[config.mk]
export PLATFORM = sky130hd
export DESIGN_NAME = mco_ram_1w1r
export DESIGN_NICKNAME = d
export VERILOG_FILES = /design/src/sv/matrix_chain_order_dp_defines.svh /design/src/sv/mco_ram_1w1r.sv
export SDC_FILE = /design/constraint.sdc
export NUM_CORES = 1
export LEC_CHECK = 0
export ABC_AREA = 1
export BUFFER_PORTS_ARGS = -buffer_cell sky130_fd_sc_hd__buf_2
export CAP_MARGIN = 10
export CORE_AREA = 4 4 123 66
export DETAILED_ROUTE_END_ITERATION = 8
export DIE_AREA = 0 0 127 70
export PLACE_DENSITY = 0.77
export SLEW_MARGIN = 10
export SYNTH_ARGS = -nofsm -noshare
export SYNTH_HDL_FRONTEND = slang
export SYNTH_SLANG_ARGS = --single-unit
export TNS_END_PERCENT = 1
[constraint.sdc]
create_clock -name clock -period 1.45 [get_ports clock]
set_input_delay 0.29 -clock clock [delete_from_list [all_inputs] [get_ports clock]]
set_output_delay 0.29 -clock clock [all_outputs]
set_load 0.02 [all_outputs]
[src/sv/matrix_chain_order_dp_defines.svh]
// Assertion macros for the matrix-chain order block.
// Used by the top level only; no other dependencies.
`ifndef MATRIX_CHAIN_ORDER_DP_DEFINES_SVH
`define MATRIX_CHAIN_ORDER_DP_DEFINES_SVH

`ifndef SYNTHESIS
// Invariant checked at every edge outside reset.
`define MCO_ASSERT(name, clk, rst, expr) \
   name: assert property (@(posedge clk) disable iff (rst) (expr)) \
      else $error("mco invariant violated");
// Same-cycle implication checked at every edge outside reset.
`define MCO_ASSERT_IMP(name, clk, rst, ante, cons) \
   name: assert property (@(posedge clk) disable iff (rst) (ante) |-> (cons)) \
      else $error("mco implication violated");
`else
`define MCO_ASSERT(name, clk, rst, expr)
`define MCO_ASSERT_IMP(name, clk, rst, ante, cons)
`endif

`endif

[src/sv/mco_ram_1w1r.sv]
// Synchronous RAM, one write port and one registered read port.
// No dependencies; holds the dimension list.
module mco_ram_1w1r #(
   parameter int WIDTH = 10,
   parameter int DEPTH = 9,
   localparam int AW = $clog2(DEPTH)
) (
   input  logic             clock,
   input  logic             we,
   input  logic [AW-1:0]    waddr,
   input  logic [WIDTH-1:0] wdata,
   input  logic [AW-1:0]    raddr,
   output logic [WIDTH-1:0] rdata
);

   logic [WIDTH-1:0] store [DEPTH];
   logic [WIDTH-1:0] rdata_ff;

   always_ff @(posedge clock) begin
      if (we) begin
         store[waddr] <= wdata;
      end
      rdata_ff <= store[raddr];
   end

   assign rdata = rdata_ff;

endmodule

# [After elaboration in Yosys (flattened, before gate mapping)]
# Memory sizes are Yosys's and may differ from the RTL's. A register that Yosys moved wholly into a read port is not among the register bits.
# Index checks and enable logic that the tools add are counted.
# W data, S select, Z words.
[word_totals] mem_count=1 romBits=0 mem_bits_rw=90 latch_bits=0 input_bits=20 out_inout_bits=10 word_cells=3 reg_bits=0
[memory_table] name="store" words=9 width=10 rd=1 rd_clocked_by_memory_dff=1 write_ports=1 line_no="mco_ram_1w1r.sv:16" text="logic [WIDTH-1:0] store [DEPTH];"
[op_classes] multipliers=0 n_eq_ne=0 n_mux=2 shifts=0 n_addsub=0 n_div=0 order_cmp=0 n_reduce_logical=0 bitwise_logic=0
[ops] cell="$mux W1" count=2

# [Depth between registers and ports, before layout]
[depth] depth_word=2 mapped_depth=9 ltp_nobuf=7

# [Worst setup path before layout]
# Ideal clock, no wire load.
[synth_path] path_type="input-to-reg" startpoint="input port waddr[3]" endpoint="memory store[3][0] (enable)" slack_ns=0.143 setup_ns=0.376 cell_stages=3 path_buffers=0 arrival_time_ns=0.930 t_required_ns=1.074 cell_sequence="inv_1 nand3_1 nor2_1"
[synth_lines] element="start: declaration" line_no="mco_ram_1w1r.sv:10" text="input logic [AW-1:0] waddr,"
[synth_lines] element="end: declaration" line_no="mco_ram_1w1r.sv:16"
# No word-level cell before the write port.

# [Worst setup path after layout]
[layout_path] startpoint="register rdata_ff[1], in the netlist rdata[1] (read register of store)" endpoint="output port rdata[1]"
[layout_lines] element="start: declaration" line_no="mco_ram_1w1r.sv:17" text="logic [WIDTH-1:0] rdata_ff;"
[layout_lines] element="end: declaration" line_no="mco_ram_1w1r.sv:13" text="output logic [WIDTH-1:0] rdata"
# No word-level cell between the ends.

==> impl_metrics.toml <==
[power]
intPower_mw = 4.582
ir_worst_vdd_v = 0.0007734
powerDensity_mw_per_mm2 = 1266
clkPwrFrac = 0.377
comb_power_share = 0.068
p_leak_nw = 1.998
switching_share = 0.2155
p_total_mw = 5.840
p_sw_mw = 1.258
seqPwrFrac = 0.554

[synthesis]
synth_fa_ha_area_frac = 0
netlist_top_cells_area = "edfxtp_1, nand2_1, nand3_1"
synth_ff_type = "edfxtp_1"
synth_top_cell_by_area = "edfxtp_1"
synth_most_common_cell = "nand2_1"
ys_seq_area_frac = 0.7099
synth.top_cell.area_share = 0.6610
synth-async-reset-ratio = 0
synth-edff-count = 90
synth_mux_area_frac = 0
synth.distinct_cells = 12
synth_top_family_by_area = "simple AND/OR/NAND/NOR gates"
synth_commonest_cells = "nand2_1, edfxtp_1, nand3_1"
avgSynthCellArea_sq_um = 10.79
syn_inst = 379
synth_compound_area_frac = 0
synth_area_sq_mm = 0.004089
synth_warnings = 0
ys_ff_latch = 100
synthXorXnorAreaFrac = 0
synth_nets = 399
yosys.area_share.simple = 0.1992

[worst_setup_path]
path_cells = "buf_2"
crit_family = "flip-flops"
path_depth = 1
r2r_cells = 6
cp-start-kind = "flip-flop"
cp_max_fo = 1
cp_slowest_cell = "dfxtp_1"
critPathKind = "reg -> out"
critical_path_arrival_ps = 940
cp_data_required_time_ps = 1160
cp_num_buf_inv = 1
crit_path_end_kind = "output port"
max_stage_delay_ps = 400

[global_route]
grt_first_pass_wirelength_um = 13780
grt_usage = 0.2140
antenna_found_initial = 0
overflow = 0
grt_pass1_vias = 2507
grt_start_max_net_pins = 41

[cts]
clockBufferDepth = 2
clock-sinks = 100
cts_resized = 0
insertion_delay_ps = 340
htreeDepth = 3
cts_setup_buffers = 0
ctsHoldBuffers = 0
cts_tree = "done"
cts_made_buffers = 9
cts.clk_slew.worst_paths_ps = 60
cts_root_buf = "clkbuf_16"

[place]
gp_congestion = 0.9539
port_buffers = 29
hpwl_um = 6026
placed_area_sq_mm = 0.004338

[die]
die_area_sq_mm = 0.008890
rows = 22
start_util = 0.5758
core_sq_mm = 0.007102
fp.dieW_um = 127
io-pin-count = 30
chipHeight_um = 70

[timing]
finalHoldViolations = 0
tightest_slew_ps = 608.2
rsz0062_at_grt = "false"
post-route-period-util = 0.8496
fin_crit_ps = 1232
slew_viol_final = 0
finalHoldWorstSlack_ps = 311.5
max_freq_mhz = 811.8
slew_headroom = 0.5941
setup-violations-final = 0
tns_ps = 0
skew_ps = 4.286

[finish]
fin_area_sq_mm = 0.004612
drive_gt1_frac = 0.2038
n_antenna_cell = 0
finalNetCount = 437
utilization = 0.6494
area_growth_pct = 12.79
n_fill_cell = 579

[drt]
drt_iter0_markers = 319
vias_per_cell = 5.301
vias = 2746
drt_pass1_iterations = 5
remaining_drc_errors = 0
ant_nets = 0
post_drt_wl_per_cell_um = 17.37
routed_wl_um = 8999

[status]
status = "finished, final reports clean"

[min_path]
min_path_cells = 1
min_path_type = "in -> reg"

[run]
maxCapViolCount = 0
per-layer routing:
metal / vias up / GRT usage / routed length (um)
li1: 1290 / - / -
met1: 1338 / 0.3155 / 4176
met2: 101 / 0.3097 / 3974
met3: 17 / 0.05959 / 725
met4: 0 / 0.06659 / 123
met5: - / 0 / 0
cells in the final DEF (no fill, tap or decap):
master | Yosys | layout
nand2_1 | 124 | 124
edfxtp_1 | 90 | 90
nand3_1 | 63 | 63
inv_1 | 37 | 37
inv_2 | 30 | 30
buf_2 | 4 | 29
buf_4 | 4 | 13
dfxtp_1 | 10 | 10
nor2_1 | 9 | 9
clkbuf_16 | 0 | 9
clkbuf_1 | 2 | 3
clkbuf_8 | 0 | 2
clkinv_2 | 0 | 2
inv_4 | 1 | 1
per-stage QoR:
stage / setup WS, ps / instances
after floorplan: 143.4 / 379
after global placement: 92.36 / 502
after detailed placement: 99.28 / 502
after CTS: 235.3 / 518
after global routing: 223.0 / 518
final: 218.1 / 518
worst paths after layout:
| kind | startpoint | endpoint | slack, ps |
|---|---|---|---|
| max | rdata[1]$_DFF_P_ | rdata[1] | 220 |
| min | wdata[1] | store[8][1]$_DFFE_PP_ | 310 |
| max reg2reg | store[6][6]$_DFFE_PP_ | rdata[6]$_DFF_P_ | 420 |
| min reg2reg | store[8][8]$_DFFE_PP_ | rdata[8]$_DFF_P_ | 440 |
worst register-to-register path, stage by stage, from the launching register on:
cell,delay [ps]
edfxtp_1,380
inv_2,50
nand2_1,40
nand3_1,110
nand3_1,140
nand3_1,130
nand2_1,70
power by group through the flow:
stage          registers [mW]  clock network, mW  logic [mW]
5_1_grt                  3.24               2.35       0.441
3_5_place_dp             3.30                  0       0.397
4_1_cts                  3.24               2.22       0.399
6_report                 3.24               2.20       0.400
3_3_place_gp             3.30                  0       0.390
2_1_floorplan            3.33                  0       0.209
cells by family (layout without fill, tap and decap cells):
group / count (synthesis) / after routing
DFF: 100 / 100
buffers and inverters: 83 / 126
and+or+nand+nor: 196 / 196
state kept, by name (all words and copies together), names as in the netlist:
register and flops:
rdata 10, store 90
layout make-up:
| type | instances | area, sq um | share of cell area |
|---|---|---|---|
| inverters | 68 | 257.7 | 0.05589 |
| clock inverters | 2 | 10.01 | 0.002170 |
| flip-flops and latches | 100 | 2903 | 0.6294 |
| repair buffers | 42 | 242.7 | 0.05263 |
| multi-input cells | 196 | 814.5 | 0.1766 |
| well taps | 96 | 120.1 | 0.02604 |
| clock buffers | 14 | 264.0 | 0.05724 |
Power figures use the tool's default switching activity.
