--- src/sv/matrix_chain_order_dp_defines.svh ---
// Assertion macros for the matrix-chain order block.
// Used by the top level only; no other dependencies.
`ifndef MATRIX_CHAIN_ORDER_DP_DEFINES_SVH
`define MATRIX_CHAIN_ORDER_DP_DEFINES_SVH

`ifndef SYNTHESIS
// Invariant checked at every edge outside reset.
`define MCO_ASSERT(name, clk, rst, expr) \
   name: assert property (@(posedge clk) disable iff (rst) (expr)) \
      else $error("mco invariant violated");
// Same-cycle implication checked at every edge outside reset.
`define MCO_ASSERT_IMP(name, clk, rst, ante, cons) \
   name: assert property (@(posedge clk) disable iff (rst) (ante) |-> (cons)) \
      else $error("mco implication violated");
`else
`define MCO_ASSERT(name, clk, rst, expr)
`define MCO_ASSERT_IMP(name, clk, rst, ante, cons)
`endif

`endif

--- src/sv/mco_pkg.sv ---
// Shared types and constants for the matrix-chain order block.
// No dependencies.
package mco_pkg;

   localparam int IDX_W  = 4;
   localparam int SPL_W  = 3;
   localparam int COST_W = 34;
   localparam int ST_W   = 2;

   localparam logic [COST_W-1:0] COST_MAX = {COST_W{1'b1}};

   typedef enum logic [ST_W-1:0] {
      ST_OK      = 2'd0,
      ST_SHORT   = 2'd1,
      ST_DROPPED = 2'd2
   } status_type;

   typedef enum logic [3:0] {
      S_IDLE,
      S_START,
      S_PAIR_A,
      S_PAIR_B,
      S_PAIR_C,
      S_K_RD,
      S_K_MUL,
      S_K_ACC,
      S_EMIT
   } state_type;

   // Strobes from the sequencer to the cost unit.
   typedef struct packed {
      logic latch_di;
      logic form_pij;
      logic mul;
      logic zero_left;
      logic zero_right;
      logic acc;
      logic first;
   } cu_ctrl_type;

endpackage

--- src/sv/mco_cost_unit.sv ---
// Split-cost arithmetic: dimension products, partial sum, saturation, best-split tracking.
// Depends on mco_pkg.
module mco_cost_unit #(
   parameter int MAX_MATRICES = 8,
   parameter int DIM_BITS = 10,
   localparam int IW = $clog2(MAX_MATRICES + 1)
) (
   input  logic                          clock,
   input  mco_pkg::cu_ctrl_type          ctl,
   input  logic [DIM_BITS-1:0]           rd_dim,
   input  logic [mco_pkg::COST_W-1:0]    cost_left,
   input  logic [mco_pkg::COST_W-1:0]    cost_right,
   input  logic [IW-1:0]                 k,
   output logic [mco_pkg::COST_W-1:0]    best_cost,
   output logic [IW-1:0]                 best_k
);

   localparam int PW = 3 * DIM_BITS;
   localparam int SW = mco_pkg::COST_W + 1;
   localparam int TW = ((PW > SW) ? PW : SW) + 1;

   logic [DIM_BITS-1:0]          di_ff;
   logic [2*DIM_BITS-1:0]        pij_ff;
   logic [SW-1:0]                sum_ff;
   logic [PW-1:0]                prod_ff;
   logic [mco_pkg::COST_W-1:0]   best_ff;
   logic [IW-1:0]                bk_ff;

   logic [mco_pkg::COST_W-1:0]   left;
   logic [mco_pkg::COST_W-1:0]   right;
   logic [TW-1:0]                total;
   logic [mco_pkg::COST_W-1:0]   q;

   assign left  = ctl.zero_left  ? '0 : cost_left;
   assign right = ctl.zero_right ? '0 : cost_right;
   assign total = TW'(sum_ff) + TW'(prod_ff);
   assign q     = (total > TW'(mco_pkg::COST_MAX)) ? mco_pkg::COST_MAX
                                                   : total[mco_pkg::COST_W-1:0];

   always_ff @(posedge clock) begin
      if (ctl.latch_di) begin
         di_ff <= rd_dim;
      end
      if (ctl.form_pij) begin
         pij_ff <= di_ff * rd_dim;
      end
      if (ctl.mul) begin
         sum_ff  <= SW'(left) + SW'(right);
         prod_ff <= pij_ff * rd_dim;
      end
      // strict compare keeps the smallest k on ties
      if (ctl.acc && (ctl.first || (q < best_ff))) begin
         best_ff <= q;
         bk_ff   <= k;
      end
   end

   assign best_cost = best_ff;
   assign best_k    = bk_ff;

endmodule

--- config.mk ---
export PLATFORM = sky130hd
export DESIGN_NAME = mco_cost_unit
export DESIGN_NICKNAME = d
export VERILOG_FILES = /design/src/sv/matrix_chain_order_dp_defines.svh /design/src/sv/mco_pkg.sv /design/src/sv/mco_cost_unit.sv
export SDC_FILE = /design/constraint.sdc
export NUM_CORES = 1
export LEC_CHECK = 0
export ABC_AREA = 1
export BUFFER_PORTS_ARGS = -buffer_cell sky130_fd_sc_hd__buf_2
export CAP_MARGIN = 15
export CORE_MARGIN = 3
export CORE_UTILIZATION = 60
export CTS_CLUSTER_SIZE = 8
export DETAILED_ROUTE_END_ITERATION = 16
export PLACE_DENSITY = 0.79
export SLEW_MARGIN = 20
export SYNTH_ARGS = -nofsm -noshare
export SYNTH_HDL_FRONTEND = slang
export SYNTH_SLANG_ARGS = --single-unit
--- constraint.sdc ---
create_clock -name clock -period 10.1 [get_ports clock]
set_input_delay 2.02 -clock clock [delete_from_list [all_inputs] [get_ports clock]]
set_output_delay 2.02 -clock clock [all_outputs]
set_load 0.02 [all_outputs]
Yosys cells after proc, flatten, opt, wreduce, memory -nomap -nowiden
Index checks and enable logic that the tools add are counted.

storage, ports and cells
  register bits after elaboration = 133
  bits of input ports = 90
  output and inout port bits = 38

cells by class
  $add $sub $neg = 2
  multipliers = 2
  order comparisons = 2
  muxes and demuxes = 3
  reductions and logical operators = 2

operators with widths
  operator                                                                 count
  34-bit two-way mux                                                       3
  35-bit by 30-bit adder with 36-bit output                                1
  36-bit by 34-bit > comparator with 1-bit output (second input constant)  1
  34-bit by 34-bit adder with 35-bit output                                1
  34-bit less-than comparator                                              1
  20-bit by 10-bit multiplier with 30-bit output                           1
  10-bit by 10-bit multiplier with 20-bit output                           1
  1-bit logical AND                                                        1
  1-bit logical OR                                                         1

Longest topological paths before layout
  depth after elaboration = 6
  mapped depth = 27

Least setup slack after synthesis
OpenSTA, ideal clock, no wires.

  path kind = input-to-reg
  from = input port rd_dim[9]
  to = register prod_ff[26] (data pin)
  library setup time = 0.262 ns
  data arrival time = 6.443 ns
  required time = 9.838 ns
  slack = 3.396 ns
  stages = 17
  cell sequence = clkbuf_1 -> nand2_1 -> fa_1 -> fa_1 -> inv_1 -> fa_1 -> fa_1 -> fa_1 -> ha_1 -> a21o_1 -> nand2_1 -> nand4_1 -> a21oi_2 -> o21bai_2 -> a21oi_2 -> o21ai_1 -> xor2_1

on the way
  longest elaborated chain between the ends = 1

RTL lines
  what                                            RTL line             text
  start, declared                                 mco_cost_unit.sv:10  input logic [DIM_BITS-1:0] rd_dim,
  20-bit by 10-bit multiplier with 30-bit output  mco_cost_unit.sv:49  prod_ff <= pij_ff * rd_dim;
  end signal, assigned                            mco_cost_unit.sv:49
  end, declared                                   mco_cost_unit.sv:25  logic [PW-1:0] prod_ff;

Every way passes these cells.
A chain may end at the register's enable or synchronous reset.

Worst setup path after layout
Same ends and word-level chain as after synthesis.

==> run metrics <==
CTS tree done; CP max FO 31; number of cells on the worst reg-to-reg path 17; cell with the most instances after synthesis inv_1; actual slew at the worst max-slew pin 0.828 ns; Critical Path RT 10.26 ns; clock root cell clkbuf_16; Synth area leader fa_1; min cycle time layout 7.04 ns; HPWL after DPL 36600 um; Critical Path AT around 7.2 ns; Setup Skew 0.0214 ns; Post-CTS Resized 0; Endpoint, Worst Hold best_cost[31]; die width 182 um; routed len/inst 16.1 um; Via density 5.49; filler cell count 2472; # rows 63; area delta synth->final 7.94%; Ys Warns 0; GRT overflow 0; Clock Latency Late Sink 0.43 ns; clk slew on worst S/H paths 0.08 ns; register area share after synthesis 0.214; cell area after layout approximately 20000 sq um; average size of a mapped cell about 8.1 sq um; number of clock sinks between 100 and 150; post-synthesis cell type count 45; reg2reg end prod_ff[26]; Most used DFF post-synth edfxtp_1; max_cap viols 0; R2R Path Start pij_ff[1]; initial antenna violation count 0; setup TNS 0 ns; H-Tree Depth 4; drt total wl 44900 um; global-route wire length before repair between 70000 and 80000 um; GPL Wtd Cong 0.930; status finished, final reports clean; maximum number of pins on one net before global-route repair 66; initial DRC count ~1100; mapped cell area 18700 sq um; die area 33200 sq um; CP Launch Type primary input; count of buffers from port buffering 127; Final Slew Violations 0; layout cells sized above 1 0.0840; aggregate global-route resource usage 0.276; Synth area leaders fa_1, edfxtp_1, ha_1, inv_1, nand2_1; Synth top area share 0.221; hold buffer count at cts 0; postcts setup bufs 0; Hold Crit Depth 2; top cells by count, synth inv_1, nand2_1, ha_1; setup repair after global routing missed its margin no; hold crit path type reg2reg; Pre-Repair DR Iteration Count 7; DP Area 19600 sq um; # DRC 0; nets 2894; core area 30100 sq um; antenna-violating nets left 0; critical path type in2reg; asr flop ratio synth 0; Relative slew margins 0.448; vias in the first global route 15510; synthesis-stage register bit count around 130; post-route clock period utilization 0.697; Post-synth EDFFs around 130; TritonCTS Buffers 17; reg-to-reg slack, setup ~4.6 ns; Initial Util 0.619; Net Count, Synth about 2800; min-delay src sum_ff[31]; Final Hold Viols 0; Final setup violation count 0; # diodes 0; clk buf depth 2; max frequency 142 MHz; Die Ht 182 um; CP Capture Type register; DR vias 15288; I/O pin total 128; Synth Instances 2303
routing by layer:
metal | GRT usage | wire length (um) | vias to the layer above
li1 | - | - | 7277
met1 | 0.364 | 18600 | 7312
met2 | 0.474 | 22000 | 594
met3 | 0.0359 | 2960 | 105
met4 | 0.0890 | 1330 | 0
met5 | 0 | 0 | -
cell type report:
cell class,instances,area [sq um],share of cell area
clock buffer,17,425,0.0211
clock inverter,15,155,0.00771
tap,390,488,0.0242
sequential,133,3990,0.198
timing repair buffer,129,671,0.0333
multi-input combinational,1559,12400,0.614
inverter,541,2030,0.101
critical path: stages:
cell and delay (ns):
buf_2 0.48, nand2_1 0.20, fa_1 0.58, inv_1 0.07, fa_1 0.52, fa_1 0.53
fa_1 0.52, fa_1 0.49, ha_1 0.37, nand2_1 0.12, nor2_1 0.07, nand3_1 0.08
nand4_1 0.29, a21oi_2 0.31, o21bai_2 0.12, a21oi_2 0.17, o21ai_1 0.09, xor2_1 0.15
placed cells by master, fill, tap and decap left out, types with 17 or more instances in the layout:
master / n
o21ai_0: 52
xnor2_1: 37
clkbuf_16: 17
nor2_1: 157
edfxtp_1: 133
nand3_1: 28
inv_1: 538
a21oi_1: 140
o21ai_1: 18
xor2_1: 60
ha_1: 217
buf_2: 127
nand2_1: 518
fa_1: 206
a31oi_1: 18
worst max path at each step:
stage | depth (start not counted) | start | endpoint | slack (ns)
CTS | 18 | rd_dim[9] | prod_ff[26] | 3.15
global placement | 17 | rd_dim[9] | prod_ff[26] | 2.89
global route | 18 | rd_dim[9] | prod_ff[23] | 2.86
floorplan | 17 | rd_dim[9] | prod_ff[26] | 3.40
detailed placement | 18 | rd_dim[9] | prod_ff[26] | 2.71
finish | 18 | rd_dim[9] | prod_ff[26] | 3.06
logic make-up (layout without fill, tap and decap cells):
| kind of cell | after synthesis | count (layout) | synth area share |
|---|---|---|---|
| AND/OR/NAND/NOR | 744 | 744 | 0.158 |
| buffers and inverters | 611 | 702 | 0.123 |
| adder cells (fa/ha/maj) | 423 | 423 | 0.367 |
| AO/OA/AOI/OAI | 295 | 295 | 0.0926 |
| flip-flops | 133 | 133 | 0.214 |
| XOR/XNOR | 97 | 97 | 0.0456 |
sequential cells by signal (all words and copies together) (netlist names):
signal and flops:
best_k 4, prod_ff 30, best_cost 34, sum_ff 35, pij_ff 20, di_ff 10
through the flow:
| stage | hold WS (ns) | instances | worst slack [ns] | util |
|---|---|---|---|---|
| floorplan | 0.599 | 2303 | 3.40 | - |
| global placement | 0.667 | 2751 | 2.89 | 0.648 |
| detailed placement | 0.675 | 2752 | 2.71 | 0.649 |
| CTS | 0.679 | 2784 | 3.15 | 0.669 |
| global route | 0.711 | 2784 | 2.86 | 0.669 |
| finish | 0.688 | 2784 | 3.06 | 0.669 |
Power is left out: the tool's default activity adds up to more than one toggle a clock period on the data nets, which glitch-free logic cannot reach.
